`src/rtl/core/rhp_pkg.sv`:
```
package rhp_pkg;

    localparam int MAX_PACKET_BYTES = 2048;
    localparam int POS_W = $clog2(MAX_PACKET_BYTES + 1);
    localparam int START_W = 19;
    localparam int PLEN_W = 12;
    localparam int CFG_IDX_W = 3;
    localparam int CFG_DATA_W = 7;
    localparam int OUT_DATA_W = 112;

    typedef logic [1:0] kind_t;
    localparam kind_t KIND_PAYLOAD = 2'd0;
    localparam kind_t KIND_CSRC    = 2'd1;
    localparam kind_t KIND_SUMMARY = 2'd2;

    localparam logic [CFG_IDX_W-1:0] REG_SWAP_TYPE_A = 3'd0;
    localparam logic [CFG_IDX_W-1:0] REG_SWAP_TYPE_B = 3'd1;
    localparam logic [CFG_IDX_W-1:0] REG_SWAP_TYPE_C = 3'd2;
    localparam logic [CFG_IDX_W-1:0] REG_SWAP_ENABLE = 3'd3;

    localparam logic [1:0] HDR_VERSION = 2'd2;

    typedef struct packed {
        logic [6:0] swap_type_a;
        logic [6:0] swap_type_b;
        logic [6:0] swap_type_c;
        logic       swap_enable;
    } cfg_t;

    typedef struct packed {
        logic [31:0]       ssrc;
        logic [15:0]       seq_num;
        logic [31:0]       timestamp;
        logic [6:0]        media_type;
        logic              marker;
        logic [3:0]        source_count;
        logic              has_extension;
        logic              padded;
        logic [PLEN_W-1:0] payload_length;
        logic              packet_valid;
    } summary_t;

    // up to two leading items (the second is always a payload byte), then an optional summary
    typedef struct packed {
        logic [1:0]  small_cnt;
        kind_t       s0_kind;
        logic [31:0] s0_data;
        logic [7:0]  s1_data;
        logic        sum_vld;
        summary_t    sum;
    } bundle_t;

endpackage

```
`src/rtl/core/rhp_parse.sv`:
```
module rhp_parse
(
    input  logic             clk,
    input  logic             rst_n,
    input  rhp_pkg::cfg_t    cfg,
    input  logic             in_valid,
    output logic             in_ready,
    input  logic [7:0]       in_byte,
    input  logic             in_eop,
    output logic             bnd_load,
    input  logic             bnd_ready,
    output rhp_pkg::bundle_t bnd
);
    import rhp_pkg::*;

    logic               in_vld_reg;
    logic [7:0]         in_byte_reg;
    logic               in_eop_reg;

    logic [POS_W-1:0]   pos_reg, pos_next;
    logic [31:0]        word_reg, word_next;
    logic [7:0]         first_reg, first_next;
    logic [7:0]         second_reg, second_next;
    logic [15:0]        seq_reg, seq_next;
    logic [31:0]        ts_reg, ts_next;
    logic [31:0]        ssrc_reg, ssrc_next;
    logic [START_W-1:0] pstart_reg, pstart_next;
    logic               pend_vld_reg, pend_vld_next;
    logic [7:0]         pend_reg, pend_next;
    logic               ovf_reg, ovf_next;

    logic               step_en;
    logic               has_items;
    logic [START_W-1:0] p_ext;
    logic [START_W-1:0] csrc_end;
    logic [START_W-1:0] len;
    logic [START_W-1:0] plen;
    logic [15:0]        ext_words;
    logic [6:0]         pt;
    logic               swap;
    logic               valid;
    logic [7:0]         b;
    bundle_t            bnd_c;

    assign b = in_byte_reg;

    always_comb
    begin
        pos_next      = pos_reg;
        word_next     = word_reg;
        first_next    = first_reg;
        second_next   = second_reg;
        seq_next      = seq_reg;
        ts_next       = ts_reg;
        ssrc_next     = ssrc_reg;
        pstart_next   = pstart_reg;
        pend_vld_next = pend_vld_reg;
        pend_next     = pend_reg;
        ovf_next      = ovf_reg;
        bnd_c         = '0;
        p_ext         = START_W'(pos_reg);
        csrc_end      = START_W'(12) + START_W'({first_reg[3:0], 2'b00});
        ext_words     = {word_reg[7:0], b};
        pt            = second_reg[6:0];
        swap          = cfg.swap_enable && (pt == cfg.swap_type_a || pt == cfg.swap_type_b
                        || pt == cfg.swap_type_c);

        if (pos_reg >= POS_W'(MAX_PACKET_BYTES))
        begin
            ovf_next = 1'b1;
        end
        else
        begin
            pos_next = pos_reg + POS_W'(1);
            if (p_ext == START_W'(0))
            begin
                first_next  = b;
                pstart_next = START_W'(12) + START_W'({b[3:0], 2'b00})
                              + (b[4] ? START_W'(4) : START_W'(0));
            end
            else if (p_ext == START_W'(1))
            begin
                second_next = b;
            end
            else if (p_ext < START_W'(4))
            begin
                seq_next = {seq_reg[7:0], b};
            end
            else if (p_ext < START_W'(8))
            begin
                ts_next = {ts_reg[23:0], b};
            end
            else if (p_ext < START_W'(12))
            begin
                ssrc_next = {ssrc_reg[23:0], b};
            end
            else if (p_ext < csrc_end)
            begin
                word_next = {word_reg[23:0], b};
                if (pos_reg[1:0] == 2'd3)
                begin
                    bnd_c.small_cnt = 2'd1;
                    bnd_c.s0_kind   = KIND_CSRC;
                    bnd_c.s0_data   = {word_reg[23:0], b};
                    word_next       = '0;
                end
            end
            else if (p_ext < pstart_reg)
            begin
                if (first_reg[4] && p_ext >= csrc_end + START_W'(2)
                    && p_ext <= csrc_end + START_W'(3))
                begin
                    word_next = {16'd0, ext_words};
                    if (p_ext == csrc_end + START_W'(3))
                    begin
                        pstart_next = pstart_reg + START_W'({ext_words, 2'b00});
                        word_next   = '0;
                    end
                end
            end
            else if (swap)
            begin
                if (pend_vld_reg)
                begin
                    bnd_c.small_cnt = 2'd2;
                    bnd_c.s0_kind   = KIND_PAYLOAD;
                    bnd_c.s0_data   = {24'd0, b};
                    bnd_c.s1_data   = pend_reg;
                    pend_vld_next   = 1'b0;
                end
                else
                begin
                    pend_vld_next = 1'b1;
                    pend_next     = b;
                end
            end
            else
            begin
                bnd_c.small_cnt = 2'd1;
                bnd_c.s0_kind   = KIND_PAYLOAD;
                bnd_c.s0_data   = {24'd0, b};
            end
        end

        len   = START_W'(pos_next);
        plen  = (len > pstart_next) ? len - pstart_next : '0;
        valid = first_next[7:6] == HDR_VERSION && len >= pstart_next && !ovf_next
                && !(first_next[5] && START_W'(b) >= plen);

        if (in_eop_reg)
        begin
            if (pend_vld_next)
            begin
                if (bnd_c.small_cnt == 2'd0)
                begin
                    bnd_c.s0_kind = KIND_PAYLOAD;
                    bnd_c.s0_data = {24'd0, pend_next};
                end
                else
                begin
                    bnd_c.s1_data = pend_next;
                end
                bnd_c.small_cnt = bnd_c.small_cnt + 2'd1;
            end
            bnd_c.sum_vld            = 1'b1;
            bnd_c.sum.ssrc           = ssrc_next;
            bnd_c.sum.seq_num        = seq_next;
            bnd_c.sum.timestamp      = ts_next;
            bnd_c.sum.media_type     = second_next[6:0];
            bnd_c.sum.marker         = second_next[7];
            bnd_c.sum.source_count   = first_next[3:0];
            bnd_c.sum.has_extension  = first_next[4];
            bnd_c.sum.padded         = first_next[5];
            bnd_c.sum.payload_length = plen[PLEN_W-1:0];
            bnd_c.sum.packet_valid   = valid;
        end
    end

    assign has_items = (bnd_c.small_cnt != 2'd0) || in_eop_reg;
    assign step_en   = in_vld_reg && (!has_items || bnd_ready);
    assign in_ready  = !in_vld_reg || step_en;
    assign bnd_load  = step_en && has_items;
    assign bnd       = bnd_c;

    always_ff @(posedge clk or negedge rst_n)
    begin
        if (!rst_n)
        begin
            in_vld_reg <= 1'b0;
        end
        else if (in_ready)
        begin
            in_vld_reg <= in_valid;
        end
    end

    always_ff @(posedge clk)
    begin
        if (in_ready && in_valid)
        begin
            in_byte_reg <= in_byte;
            in_eop_reg  <= in_eop;
        end
    end

    always_ff @(posedge clk or negedge rst_n)
    begin
        if (!rst_n)
        begin
            pos_reg      <= '0;
            word_reg     <= '0;
            first_reg    <= '0;
            second_reg   <= '0;
            seq_reg      <= '0;
            ts_reg       <= '0;
            ssrc_reg     <= '0;
            pstart_reg   <= START_W'(12);
            pend_vld_reg <= 1'b0;
            pend_reg     <= '0;
            ovf_reg      <= 1'b0;
        end
        else if (step_en)
        begin
            if (in_eop_reg)
            begin
                pos_reg      <= '0;
                word_reg     <= '0;
                first_reg    <= '0;
                second_reg   <= '0;
                seq_reg      <= '0;
                ts_reg       <= '0;
                ssrc_reg     <= '0;
                pstart_reg   <= START_W'(12);
                pend_vld_reg <= 1'b0;
                pend_reg     <= '0;
                ovf_reg      <= 1'b0;
            end
            else
            begin
                pos_reg      <= pos_next;
                word_reg     <= word_next;
                first_reg    <= first_next;
                second_reg   <= second_next;
                seq_reg      <= seq_next;
                ts_reg       <= ts_next;
                ssrc_reg     <= ssrc_next;
                pstart_reg   <= pstart_next;
                pend_vld_reg <= pend_vld_next;
                pend_reg     <= pend_next;
                ovf_reg      <= ovf_next;
            end
        end
    end

endmodule

```
`src/rtl/core/rhp_out.sv`:
```
module rhp_out
(
    input  logic                               clk,
    input  logic                               rst_n,
    input  logic                               bnd_load,
    output logic                               bnd_ready,
    input  rhp_pkg::bundle_t                   bnd,
    output logic                               m_tvalid,
    input  logic                               m_tready,
    output logic [rhp_pkg::OUT_DATA_W-1:0]     m_tdata,
    output rhp_pkg::kind_t                     m_tuser,
    output logic                               m_tlast
);
    import rhp_pkg::*;

    bundle_t    bnd_reg;
    logic       busy_reg;
    logic [1:0] idx_reg;
    logic [1:0] total;
    logic       last_item;
    logic       is_small;

    assign total     = bnd_reg.small_cnt + {1'b0, bnd_reg.sum_vld};
    assign last_item = (idx_reg + 2'd1) == total;
    assign is_small  = idx_reg < bnd_reg.small_cnt;
    assign bnd_ready = !busy_reg || (m_tready && last_item);
    assign m_tvalid  = busy_reg;

    always_comb
    begin
        m_tdata = '0;
        m_tuser = KIND_PAYLOAD;
        m_tlast = 1'b0;
        if (is_small)
        begin
            if (idx_reg == 2'd0)
            begin
                m_tuser       = bnd_reg.s0_kind;
                m_tdata[31:0] = bnd_reg.s0_data;
            end
            else
            begin
                m_tdata[7:0] = bnd_reg.s1_data;
            end
        end
        else
        begin
            m_tuser         = KIND_SUMMARY;
            m_tlast         = 1'b1;
            m_tdata[31:0]   = bnd_reg.sum.ssrc;
            m_tdata[47:32]  = bnd_reg.sum.seq_num;
            m_tdata[79:48]  = bnd_reg.sum.timestamp;
            m_tdata[86:80]  = bnd_reg.sum.media_type;
            m_tdata[87]     = bnd_reg.sum.marker;
            m_tdata[91:88]  = bnd_reg.sum.source_count;
            m_tdata[92]     = bnd_reg.sum.has_extension;
            m_tdata[93]     = bnd_reg.sum.padded;
            m_tdata[105:94] = bnd_reg.sum.payload_length;
            m_tdata[106]    = bnd_reg.sum.packet_valid;
        end
    end

    always_ff @(posedge clk or negedge rst_n)
    begin
        if (!rst_n)
        begin
            busy_reg <= 1'b0;
            idx_reg  <= '0;
        end
        else if (bnd_load)
        begin
            busy_reg <= 1'b1;
            idx_reg  <= '0;
        end
        else if (busy_reg && m_tready)
        begin
            if (last_item)
            begin
                busy_reg <= 1'b0;
            end
            else
            begin
                idx_reg <= idx_reg + 2'd1;
            end
        end
    end

    always_ff @(posedge clk)
    begin
        if (bnd_load)
        begin
            bnd_reg <= bnd;
        end
    end

endmodule

```
`src/rtl/core/rtp_header_parser_unit.sv`:
```
// RTP header parser.
// Input stream: one packet octet per transaction, s_tlast on the final octet.
// Output stream: one result per transaction; m_tuser gives the kind (payload
// byte, CSRC word, summary) and m_tlast marks the per-packet summary.
// Config channel: cfg_index selects swap_type_a/b/c (0..2) or swap_enable (3);
// other indexes are ignored. Always ready; write only while the block is idle.
// An octet is captured in the input register, parsed into a result bundle
// that is loaded into the bundle register, and its first result is shown
// from the bundle register.
// Throughput: one octet per cycle, except while an octet with results waits
// for the previous bundle to drain. An octet yields zero to three results;
// the bundle register drains one per cycle while m_tready is high, and
// octets yielding no result are parsed while a bundle drains, so swapped
// payload pairs also run at one octet per cycle. An end octet that closes a
// swapped pair yields three results. m_tready low holds the output register;
// the input side then stalls on the next octet that produces results.
// Reset clears all packet state and loads the config reset values.
module rtp_header_parser_unit
(
    input  logic                                clk,
    input  logic                                rst_n,
    input  logic                                s_tvalid,
    output logic                                s_tready,
    input  logic [7:0]                          s_tdata,   // [7:0] byte_value
    input  logic                                s_tlast,
    output logic                                m_tvalid,
    input  logic                                m_tready,
    // [31:0] data, [47:32] seq_num, [79:48] timestamp, [86:80] media type,
    // [87] marker, [91:88] source count, [92] has_extension, [93] padded,
    // [105:94] payload_length, [106] packet_valid, [111:107] zero
    output logic [rhp_pkg::OUT_DATA_W-1:0]      m_tdata,
    output rhp_pkg::kind_t                      m_tuser,   // [1:0] kind
    output logic                                m_tlast,
    input  logic                                cfg_valid,
    output logic                                cfg_ready,
    input  logic [rhp_pkg::CFG_IDX_W-1:0]       cfg_index,
    input  logic [rhp_pkg::CFG_DATA_W-1:0]      cfg_data
);
    import rhp_pkg::*;

    cfg_t    cfg_reg;
    logic    bnd_load;
    logic    bnd_ready;
    bundle_t bnd;

    assign cfg_ready = 1'b1;

    always_ff @(posedge clk or negedge rst_n)
    begin
        if (!rst_n)
        begin
            cfg_reg.swap_type_a <= 7'd10;
            cfg_reg.swap_type_b <= 7'd11;
            cfg_reg.swap_type_c <= 7'd11;
            cfg_reg.swap_enable <= 1'b1;
        end
        else if (cfg_valid)
        begin
            case (cfg_index)
                REG_SWAP_TYPE_A: cfg_reg.swap_type_a <= cfg_data;
                REG_SWAP_TYPE_B: cfg_reg.swap_type_b <= cfg_data;
                REG_SWAP_TYPE_C: cfg_reg.swap_type_c <= cfg_data;
                REG_SWAP_ENABLE: cfg_reg.swap_enable <= cfg_data[0];
                default:         cfg_reg             <= cfg_reg;
            endcase
        end
    end

    rhp_parse u_parse
    (
        .clk       (clk),
        .rst_n     (rst_n),
        .cfg       (cfg_reg),
        .in_valid  (s_tvalid),
        .in_ready  (s_tready),
        .in_byte   (s_tdata),
        .in_eop    (s_tlast),
        .bnd_load  (bnd_load),
        .bnd_ready (bnd_ready),
        .bnd       (bnd)
    );

    rhp_out u_out
    (
        .clk       (clk),
        .rst_n     (rst_n),
        .bnd_load  (bnd_load),
        .bnd_ready (bnd_ready),
        .bnd       (bnd),
        .m_tvalid  (m_tvalid),
        .m_tready  (m_tready),
        .m_tdata   (m_tdata),
        .m_tuser   (m_tuser),
        .m_tlast   (m_tlast)
    );

endmodule
```
`config.mk`:
```
export PLATFORM = sky130hd
export DESIGN_NAME = rtp_header_parser_unit
export DESIGN_NICKNAME = d
export VERILOG_FILES = /design/src/rtl/core/rhp_pkg.sv /design/src/rtl/core/rhp_parse.sv /design/src/rtl/core/rhp_out.sv /design/src/rtl/core/rtp_header_parser_unit.sv
export SDC_FILE = /design/constraint.sdc
export NUM_CORES = 1
export LEC_CHECK = 0
export BUFFER_PORTS_ARGS = -buffer_cell sky130_fd_sc_hd__buf_2
export CAP_MARGIN = 20
export CELL_PAD_IN_SITES_DETAIL_PLACEMENT = 1
export CELL_PAD_IN_SITES_GLOBAL_PLACEMENT = 1
export CORE_AREA = 10 10 229 231
export DETAILED_ROUTE_END_ITERATION = 16
export DIE_AREA = 0 0 239 241
export PLACE_DENSITY_LB_ADDON = 0.1
export SYNTH_ARGS = -nofsm -noshare
export SYNTH_HDL_FRONTEND = slang
export SYNTH_SLANG_ARGS = --single-unit
```
`constraint.sdc`:
```
create_clock -name clk -period 10.8 [get_ports clk]
set_input_delay 2.16 -clock clk [delete_from_list [all_inputs] [get_ports clk]]
set_output_delay 2.16 -clock clk [all_outputs]
set_load 0.005 [all_outputs]
```
==> summary by stage, run 1 <==
Yosys
Summing the sequential cell areas from Yosys gives 51.6% of the chip area. The gate count after technology mapping is 1825. The synthesized design contains 347 register bits.

After synthesis, the cell types taking the most area are edfxtp_1 26%, dfrtp_1 24%, nand2_1 6.6%. In the synthesized netlist the async set-or-reset flop fraction comes to 53.9%. nand2_1 is the most common cell in the netlist. Summed over its instances, the top area cell type makes up 26.1% of the synthesized netlist area. Among all flip-flop cells after synthesis, the most frequent one is dfrtp_1. The top cell type by total area after synthesis is edfxtp_1.

The synthesized netlist occupies a cell area of 18400 um^2. The count of cell types in the netlist is 77. In this run the mean area of a mapped cell was 10.1 um^2. The number of flops mapped to enable cells by yosys is 160. The count of warnings emitted by yosys is 0. Sorting the synthesized cells by how often they occur yields 322 x nand2_1, 176 x dfrtp_1, 160 x edfxtp_1.

Drt
The iteration count of the initial detailed-routing pass is 5. In the final routing, the length of wire on met1 measures 27.2 mm. The average routed wire per standard cell is 23.4 um. The total routed wirelength is 59.8 mm.

The wire length on met3 is 2.91 mm. The highest layer touched by signal routing is met4. The remaining routing DRC violations is 0. The per-cell via count in the routed design is 5.67.

For this block, the via count after detailed routing is 14509. The number of nets with antenna violations after detailed routing is 0. After detailed routing, the met2 layer carries 28.2 mm of wire. The number of violations reported at the end of detailed-routing iteration 0 is 933.

Clock tree
The post-CTS setup repair buffer count is 0. The CTS tree is yes. Post-CTS repair changed the size of 0 cells. The clock-pin slew reported for the worst setup and hold paths after clock tree synthesis is 60 ps. CTS saw 347 sinks. Clock tree synthesis inserted a total of 42 buffers. The number of hold buffers added after CTS was 0. The later-pin clock latency in the skew report is 560 ps. The library cell used as clock root buffer is clkbuf_16.

The longest clock path from root to sink contains 3 buffers. The deepest level of the CTS H-tree is 2.

Die
Measured along the x axis, the die boundary spans 239 um. The die covers 57600 um^2. The region available for standard cell placement spans 47500 um^2. The count of standard-cell rows is 80. The vertical extent of the die is 241 um. For this configuration, the core starts out at a cell density of 38.7%. During I/O placement, the number of pins put on the boundary was 142.

Setup path
The arrival time at the worst endpoint is 7110 ps. Traced cell by cell, the critical path runs through nor3_1, nand3_1, nor2_1, nand3_1, nand2_1, o221ai_1, ha_1, o21a_1, o31a_1, o21ai_0, o31ai_1, o21a_1, o21ai_2, or3_1, ha_1, o2111ai_1, o21ai_0, nand3_1, a21oi_1, o311a_1, a211oi_1. The worst setup path is captured at a flip-flop.

The master of the slowest instance on the critical path is nand3_1. Along the worst path, the maximum fanout reaches 16. In this design, the stage delay of the slowest critical-path cell is 600 ps.

The cell family contributing the most delay on the critical path is simple AND/OR/NAND/NOR gates. The worst setup path is launched from a flip-flop. At the worst endpoint, the required time is 11090 ps.

The number of buffer and inverter stages on the critical path is 0. The setup slack of the worst register-to-register path is 3970 ps. The cell type with the highest occurrence count on the critical path is nand3_1. The critical path is of the reg -> reg type.

Outcome
The run finished with clean final reports.

GRT
The via count of the first global-routing pass came to 15169. For this run the aggregate overflow at the end of global routing stands at 0. The first-pass GRT wire length is 92.9 mm. The initial antenna violation count is 0.

The largest net degree at the start of global routing is 93. Global routing consumed, over all layers together, 20.7% of the routing resources.

STA
Setup repair after global routing left no endpoint under its margin. The smallest clock period supported by the final layout is computed as 6830 ps. The fmax is 146 MHz.

The final number of setup-violating endpoints is 0. For the pin with the worst max-slew slack, the measured transition is 1110 ps. Setup total negative slack on the finished layout was measured at 0 ps. The clock skew is 13.2 ps. The worst setup slack after layout is 3970 ps. Final hold analysis gives a worst-case slack of 478 ps. The worst pin sits at a relative slew slack of 25.4%. The final count of pins violating max slew was 0. The hold violation count in the final report was 0. The worst path uses 63.2% of the clock period.

Finish
The diode insertion count for antenna repair is 0. The register with the most flip-flops in the layout has 151 of them. The area added between synthesis and finish is 14.1%.

The total number of nets in the final design is 2002. At the end of the flow the core is filled with cells to 44.2%. The layout cell share with drive strength beyond 1 is 14.7%.

Pwr
The power density over cell area is 306 nW/um^2. For this design the static power due to leakage is 8.69 nW. The worst voltage drop across the vdd grid is 0.239 mV.

Placed design
The number of input and output port buffers inserted is 135. Routability-driven placement finished with a final weighted congestion of 0.815. Prior to clock tree synthesis, the placed netlist has a worst setup slack of 3750 ps.

The HPWL reported at the end of detailed placement is 39.5 mm.

Hold path
The worst min-delay path category is reg -> reg.

Job
The max-cap check violation count is 0.
[path summary, 6_finish.rpt]
path | end | startpoint | cells past startpoint
min in group asynchronous | u_parse.ts_reg[24] | rst_n | 1
setup / recovery | u_out.bnd_reg[0] | u_parse.pos_reg[6] | 21
hold / removal | u_parse.seq_reg[12] | u_parse.seq_reg[12] | 2
setup reg to reg | u_out.bnd_reg[0] | u_parse.pos_reg[6] | 21
max in group asynchronous | u_parse.pos_reg[2] | rst_n | 2
hold reg to reg | u_parse.seq_reg[12] | u_parse.seq_reg[12] | 2
[cells in the final DEF, fill, tap and decap left out, drive strengths merged, types with 60 or more instances in the layout]
cell type,n
nand2,322
dfrtp,176
buf,165
edfxtp,160
a21oi,134
and2,83
o21ai,80
a22o,74
ha,67
clkbuf,62
nor2,60
[worst min-delay path, delay by kind of cell (launching register included)]
family             cells  cell delay [ps]
and+or+nand+nor        1               40
AOI/OAI and AO/OA      1               60
DFF                    1              340
[layer usage]
metal  vias to the layer above  global-route usage [%]
met2                       314                    34.0
met1                      7358                    27.3
li1                       6761                       -
met3                        76                    3.81
met4                         0                    6.15
met5                         -                       0
[report_power, final]
part / internal (mW) / switching [mW]
registers: 2.01 / 0.268
logic: 0.922 / 1.82
clock network: 0.834 / 0.570
total: 3.76 / 2.66
[area by class of cell]
type                       count  area (um^2)
timing repair buffer         167          931
multi-input combinational   1314         8310
fill                        5260        26500
clock buffer                  60         1220
sequential                   347         9500
inverter                      37          143
tap                          615          769
clock inverter                17          146
[cell families (layout without fill, tap and decap cells)]
group / count (synthesis) / count (layout) / synth area share (%)
adder cells (fa/ha/maj): 69 / 69 / 4.77
other: 2 / 6 / 0.0408
multiplexers: 43 / 43 / 2.49
AND/OR/NAND/NOR: 668 / 668 / 17.3
AO/OA/AOI/OAI: 470 / 470 / 17.4
buffers and inverters: 168 / 281 / 3.71
XOR/XNOR: 58 / 58 / 2.76
flip-flops: 347 / 347 / 51.6
[per-stage QoR]
step,cell area [um^2],total power [mW],instances
finish,21000,6.43,2557
global route,21000,6.89,2557
CTS,21000,6.52,2556
detailed placement,19600,5.08,2479
global placement,19600,5.00,2479
floorplan,18400,4.01,1829
Power figures use the tool's default switching activity.
==> inputs of run 2 (changes only) <==
==> constraint.sdc (replaced) <==
create_clock -name clk -period 6.5 [get_ports clk]
set_input_delay 1.3 -clock clk [delete_from_list [all_inputs] [get_ports clk]]
set_output_delay 1.3 -clock clk [all_outputs]
set_load 0.005 [all_outputs]
==> run 2 against run 1 <==
Effect of this change: register-to-register slack got worse by 3500 ps; global-route usage decreased by 0.15 points; worst setup slack got worse by 3500 ps; utilization increased by 0.37 points; critical endpoint unchanged.
==> summary by stage, run 2 (synthesized netlist as in run 1, its figures left out) <==
Finish
The filler cell count in the final layout came to 5267 (was 5260). The final instance count without filler cells is 2572 (was 2557). The total number of nets in the final design came to 2017 (was 2002). The area added between synthesis and finish is 15.0% (was 14.1%). The layout cell share with drive strength beyond 1 was 15.7% (was 14.7%).

The area taken by flip-flops and latches is 9500 um^2 (unchanged). The multi-input gate area in the final layout is 8350 um^2 (was 8310 um^2). The diode insertion count for antenna repair is 0 (unchanged). The fraction of the core area covered by cells at the end of the flow came to 44.6% (was 44.2%). Most frequent cells in the layout: 321 x nand2_1, 176 x dfrtp_1, 160 x edfxtp_1 (unchanged). The leading cell type in the layout, fill and taps excluded is nand2_1 (unchanged).

The flip-flop count of the largest register after layout is 151 (unchanged).

Setup path
The sort of element at the end of the critical path is a flip-flop (unchanged). The worst flop-to-flop path startpoint is u_parse.first_reg[0] (was u_parse.pos_reg[6]). The path depth of the worst reg2reg path was 27 (was 21). The timing startpoint of the critical path is u_parse.first_reg[0] (was u_parse.pos_reg[6]).

The launching element type of the critical path is a flip-flop (unchanged). The start-to-end type of the worst setup path is reg -> reg (unchanged). The endpoint of the worst setup timing path is u_out.bnd_reg[0] (unchanged). The terminus of the critical flop-to-flop path is u_out.bnd_reg[0] (unchanged). The setup slack of the worst register-to-register path came to 430 ps (was 3970 ps). The highest net fanout along the worst path is 15 (was 16).

The arrival time at the worst endpoint came to 6480 ps (was 7110 ps). The required time reported for the critical path endpoint is 6900 ps (was 11090 ps).

Clock tree
The total clock sinks is 347 (unchanged). The CTS tree is yes (unchanged). The buffer levels on the longest clock path came to 3 (unchanged). The deepest level of the CTS H-tree is 2 (unchanged). The total of hold buffers inserted after clock tree synthesis came to 0 (unchanged). The number of CTS-inserted buffers is 41 (was 42). The later-pin clock latency in the skew report came to 580 ps (was 560 ps). The library cell used as clock root buffer is clkbuf_16 (unchanged). The clock-pin slew reported for the worst setup and hold paths after clock tree synthesis is 60 ps (about the same).

Drt
The number of nets with antenna violations after detailed routing is 0 (unchanged). The number of violations reported at the end of detailed-routing iteration 0 came to 1031 (was 933). The iteration count of the initial detailed-routing pass was 5 (unchanged).

The remaining routing DRC violations is 0 (unchanged). The total routed wirelength is 59.2 mm (was 59.8 mm). The average routed wire per standard cell is 23.0 um (was 23.4 um). The per-cell via count in the routed design was 5.65 (was 5.67). The number of vias after detailed routing was 14536 (was 14509).

STA
The clock period minus worst slack is 6070 ps (was 6830 ps). The fmax came to 165 MHz (was 146 MHz). The setup TNS was 0 ps (unchanged). The clock skew is 23.0 ps (was 13.2 ps).

The post-route fraction of the period consumed by the critical path is 93.4% (was 63.2%). The worst setup slack after layout is 427 ps (was 3970 ps). The normalized max-slew margin is 21.4% (was 25.4%). The hold violation count in the final report was 0 (unchanged). The final count of pins violating max slew is 0 (unchanged). The final number of setup-violating endpoints came to 0 (unchanged). The measured slew at the worst slew-check pin is 1170 ps (was 1110 ps).

Die
The vertical extent of the die is 241 um (unchanged). The count of standard-cell rows is 80 (unchanged). The area of the placeable core is 47500 um^2 (unchanged). The starting density of the core is 38.7% (unchanged).

The top-level I/O count is 142 (unchanged). The x dimension of the die is 239 um (unchanged). The floorplan die area is 57600 um^2 (unchanged).

GRT
The global router's overall resource usage is 20.5% (was 20.7%). The first-pass GRT wire length is 92.8 mm (was 92.9 mm). The total congestion overflow after global routing came to 0 (unchanged). The met1 layer usage reported by global route is 27.0% (was 27.3%).

The met2 track demand over resource is 34.7% (was 34.0%). The busiest layer in global routing was met2 (unchanged). The largest net degree at the start of global routing was 154 (was 93). The via count of the first global-routing pass is 15327 (was 15169).

The fraction of met3 tracks used by global routing is 3.54% (was 3.81%). The initial antenna violation count came to 0 (unchanged).

Job
The max-cap check violation count was 0 (unchanged).

Placed design
The post-placement setup slack is 64.9 ps (was 3750 ps). The HPWL reported at the end of detailed placement is 39.7 mm (was 39.5 mm). The number of input and output port buffers inserted is 135 (unchanged). The final estimated routing congestion in global placement is 0.877 (was 0.815).

The instance count after placement with tap cells included is 2492 (was 2479).

Outcome
Outcome: complete, no violations (unchanged).

Hold path
The worst min-delay path category is reg -> reg (unchanged).

Pwr
The worst voltage drop across the vdd grid came to 0.506 mV (was 0.239 mV). The static power due to leakage is 8.79 nW (was 8.69 nW). The power density over cell area came to 506 nW/um^2 (was 306 nW/um^2). The total design power was 10.7 mW (was 6.43 mW).
run 2: per-stage QoR:
step	area [um^2]	hold WS (ps)
floorplan	18400	448
global placement	19800	461
detailed placement	19800	465
CTS	21100	485
global route	21200	521
finish	21200	484
run 2: report_power, final:
group / switching, mW / internal (mW)
registers: 0.422 / 3.34
logic: 3.03 / 1.60
clock network: 0.974 / 1.36
run 2: critical path, cell delays in order, from the launching register on:
cell       delay (ps)
dfrtp_1           430
inv_1              90
ha_1              230
nand3b_1          170
ha_1              380
and4_1            280
nand4_1           130
a21oi_2           180
o2111ai_4         220
or2_4             320
nand2_1           150
o221ai_1          180
ha_1              380
o21a_1            150
o31a_1            180
o21ai_1           150
o31ai_2           290
o21a_1            210
o21ai_4           130
or3_1             380
ha_1              300
a21o_1            180
a21oi_1           130
o21ai_0           110
nand3_1           120
a21oi_1            80
o311a_1           150
a211oi_1          190
run 2: worst min path at each step:
stage,end,cells past startpoint,startpoint,slack (ps)
finish,u_parse.ssrc_reg[24],2,u_parse.ssrc_reg[24],480
global route,u_parse.seq_reg[8],2,u_parse.seq_reg[8],520
CTS,u_parse.first_reg[6],1,u_parse.first_reg[6],480
detailed placement,u_parse.first_reg[6],1,u_parse.first_reg[6],470
global placement,u_parse.ssrc_reg[24],2,u_parse.ssrc_reg[24],460
floorplan,u_parse.first_reg[6],1,u_parse.first_reg[6],450
run 2: timing repair:
| action | 4_1_cts | 5_1_grt |
|---|---|---|
| setup endpoints to repair | 0 | 1 |
| setup buffers | 0 | 4 |
| endpoints found under the hold margin | 0 | 0 |
| gates resized for setup | 0 | 11 |
run 2: final cells by class:
type	instances	share of cell area, %
clock inverters	18	0.626
flip-flops and latches	347	44.8
inverters	37	0.673
well taps	615	3.63
multi-input cells	1314	39.4
repair buffers	183	5.05
clock buffers	58	5.79
run 2: layer usage:
metal | vias to the layer above | share of wire (%)
li1 | 6799 | -
met1 | 7394 | 46
met2 | 277 | 48
met3 | 66 | 4.3
met4 | 0 | 1.7
met5 | - | 0
==> inputs of run 3 (changes only) <==
--- a/config.mk
+++ b/config.mk
@@ -13,6 +13,7 @@
 export DETAILED_ROUTE_END_ITERATION = 16
 export DIE_AREA = 0 0 239 241
 export PLACE_DENSITY_LB_ADDON = 0.1
+export RECOVER_POWER = 100
 export SYNTH_ARGS = -nofsm -noshare
 export SYNTH_HDL_FRONTEND = slang
 export SYNTH_SLANG_ARGS = --single-unit
==> run 3 against run 2 <==
Effect of this change: the flow now finishes with violations (capacitance limit, slew limit); utilization decreased by 0.37 points; count of clock-buffer cells in the layout unchanged; sequential power about the same; register-to-register slack about the same; first-iteration DRC count decreased by 6.4%; largest cell class unchanged.
==> summary by stage, run 3 (synthesized netlist as in run 1, its figures left out) <==
Outcome
Outcome: finished, violations left (was complete, no violations). The final reports fail on capacitance limit, slew limit.

STA
The post-route fraction of the period consumed by the critical path is 93.6% (was 93.4%). The hold violation count in the final report is 0 (unchanged). The final count of pins violating max slew is 465 (was 0). The final number of setup-violating endpoints was 0 (unchanged). The clock period minus worst slack was 6080 ps (was 6070 ps). The normalized max-slew margin came to -238% (was 21.4%). The worst setup slack after layout came to 418 ps (was 427 ps). The measured slew at the worst slew-check pin was 5070 ps (was 1170 ps). The fmax is 164 MHz (was 165 MHz).

The clock skew is 21.8 ps (was 23.0 ps). The setup TNS is 0 ps (unchanged).

Clock tree
The buffer levels on the longest clock path is 3 (unchanged). The number of CTS-inserted buffers came to 41 (unchanged). The CTS tree is yes (unchanged). The clock-pin slew reported for the worst setup and hold paths after clock tree synthesis is 60 ps (about the same).

The deepest level of the CTS H-tree came to 2 (unchanged). The total clock sinks was 347 (unchanged). The library cell used as clock root buffer is clkbuf_16 (unchanged). The later-pin clock latency in the skew report is 580 ps (about the same). The total of hold buffers inserted after clock tree synthesis is 0 (unchanged).

Setup path
The start-to-end type of the worst setup path is reg -> reg (unchanged). The highest net fanout along the worst path is 15 (unchanged). The sort of element at the end of the critical path is a flip-flop (unchanged).

The required time reported for the critical path endpoint came to 6900 ps (about the same). The arrival time at the worst endpoint is 6490 ps (was 6480 ps). The launching element type of the critical path is a flip-flop (unchanged).

Finish
The filler cell count in the final layout is 5278 (was 5267). The leading cell type in the layout, fill and taps excluded is nand2_1 (unchanged). The total number of nets in the final design is 2017 (unchanged). The layout cell share with drive strength beyond 1 was 11.1% (was 15.7%).

Most frequent cells in the layout: 321 x nand2_1, 176 x dfrtp_1, 160 x edfxtp_1 (unchanged). The flip-flop count of the largest register after layout came to 151 (unchanged). The fraction of the core area covered by cells at the end of the flow is 44.2% (was 44.6%).

The multi-input gate area in the final layout is 8330 um^2 (was 8350 um^2). The diode insertion count for antenna repair is 0 (unchanged). The area taken by flip-flops and latches is 9500 um^2 (unchanged). The area added between synthesis and finish is 14.1% (was 15.0%).

Drt
The iteration count of the initial detailed-routing pass is 5 (unchanged). The number of vias after detailed routing is 14548 (was 14536). The average routed wire per standard cell is 23.0 um (about the same). The total routed wirelength came to 59.3 mm (was 59.2 mm).

The number of violations reported at the end of detailed-routing iteration 0 is 965 (was 1031). The per-cell via count in the routed design came to 5.66 (was 5.65). The remaining routing DRC violations is 0 (unchanged). The number of nets with antenna violations after detailed routing is 0 (unchanged).

Hold path
The worst min-delay path category is reg -> reg (unchanged).

Die
The x dimension of the die is 239 um (unchanged). The vertical extent of the die is 241 um (unchanged). The top-level I/O count is 142 (unchanged). The count of standard-cell rows is 80 (unchanged). The area of the placeable core came to 47500 um^2 (unchanged). The floorplan die area is 57600 um^2 (unchanged).

The starting density of the core is 38.7% (unchanged).

GRT
The total congestion overflow after global routing is 0 (unchanged). The global router's overall resource usage was 20.5% (unchanged). The first-pass GRT wire length came to 92.8 mm (unchanged). The via count of the first global-routing pass came to 15327 (unchanged). The initial antenna violation count was 0 (unchanged). The largest net degree at the start of global routing is 154 (unchanged).

Placed design
The final estimated routing congestion in global placement is 0.877 (unchanged). The number of input and output port buffers inserted is 135 (unchanged). The post-placement setup slack is 64.9 ps (unchanged).

The HPWL reported at the end of detailed placement was 39.7 mm (unchanged).

Pwr
The worst voltage drop across the vdd grid was 0.451 mV (was 0.506 mV). The power density over cell area is 505 nW/um^2 (was 506 nW/um^2). The static power due to leakage is 8.45 nW (was 8.79 nW).

Job
The max-cap check violation count is 7 (was 0).
[run 3: cell type report]
| type | instances | area share, % |
|---|---|---|
| inverter | 37 | 0.679 |
| sequential | 347 | 45.2 |
| clock inverter | 18 | 0.631 |
| tap | 615 | 3.66 |
| multi-input combinational | 1314 | 39.6 |
| timing repair buffer | 183 | 4.37 |
| clock buffer | 58 | 5.83 |
[run 3: path summary, 6_finish.rpt]
check                      cells after the start                 start                   end  slack, ps
setup / recovery                              27  u_parse.first_reg[0]      u_out.bnd_reg[0]        420
hold / removal                                 2  u_parse.ssrc_reg[24]  u_parse.ssrc_reg[24]        490
setup reg to reg                              27  u_parse.first_reg[0]      u_out.bnd_reg[0]        420
hold reg to reg                                2  u_parse.ssrc_reg[24]  u_parse.ssrc_reg[24]        490
max in group asynchronous                      1                 rst_n  u_parse.first_reg[7]       1040
min in group asynchronous                      1                 rst_n    u_parse.ts_reg[19]       2520
[run 3: power breakdown]
part / switching [mW] / internal (mW)
Clock: 0.971 / 1.36
Combinational: 3.05 / 1.46
Sequential: 0.421 / 3.35
Total: 4.44 / 6.17
[run 3: repair_timing]
action / CTS / global route
setup buffers: 0 / 4
resized for setup: 0 / 11
endpoints found under the setup margin: 0 / 1
[run 3: per-layer routing]
layer	track usage (%)	up-vias	wire length (um)
met5	0	-	0
met4	4.57	0	1060
met3	3.54	68	2380
met2	34.7	267	28600
met1	27.0	7423	27200
li1	-	6790	-
[run 3: through the flow]
step                      std cells  cell area (um^2)  hold WS, ps  total power, mW
after floorplan                1829             18400          448             6.55
after global placement         2492             19800          461             8.35
after detailed placement       2492             19800          465             8.49
after CTS                      2568             21100          485             10.9
after global routing           2572             21000          521             11.4
final                          2572             21000          487             10.6
[run 3: worst max-delay path, cell delays in order (launching register included)]
cell and delay [ps]:
dfrtp_1 430, inv_1 90, ha_1 230, nand3b_1 170, ha_1 380, and4_1 280, nand4_1 130, a21oi_2 190
o2111ai_4 220, or2_4 320, nand2_1 150, o221ai_1 180, ha_1 380, o21a_1 150, o31a_1 180, o21ai_1 150
o31ai_2 290, o21a_1 210, o21ai_4 130, or3_1 380, ha_1 300, a21o_1 190, a21oi_1 130, o21ai_0 110
nand3_1 120, a21oi_1 90, o311a_1 150, a211oi_1 190
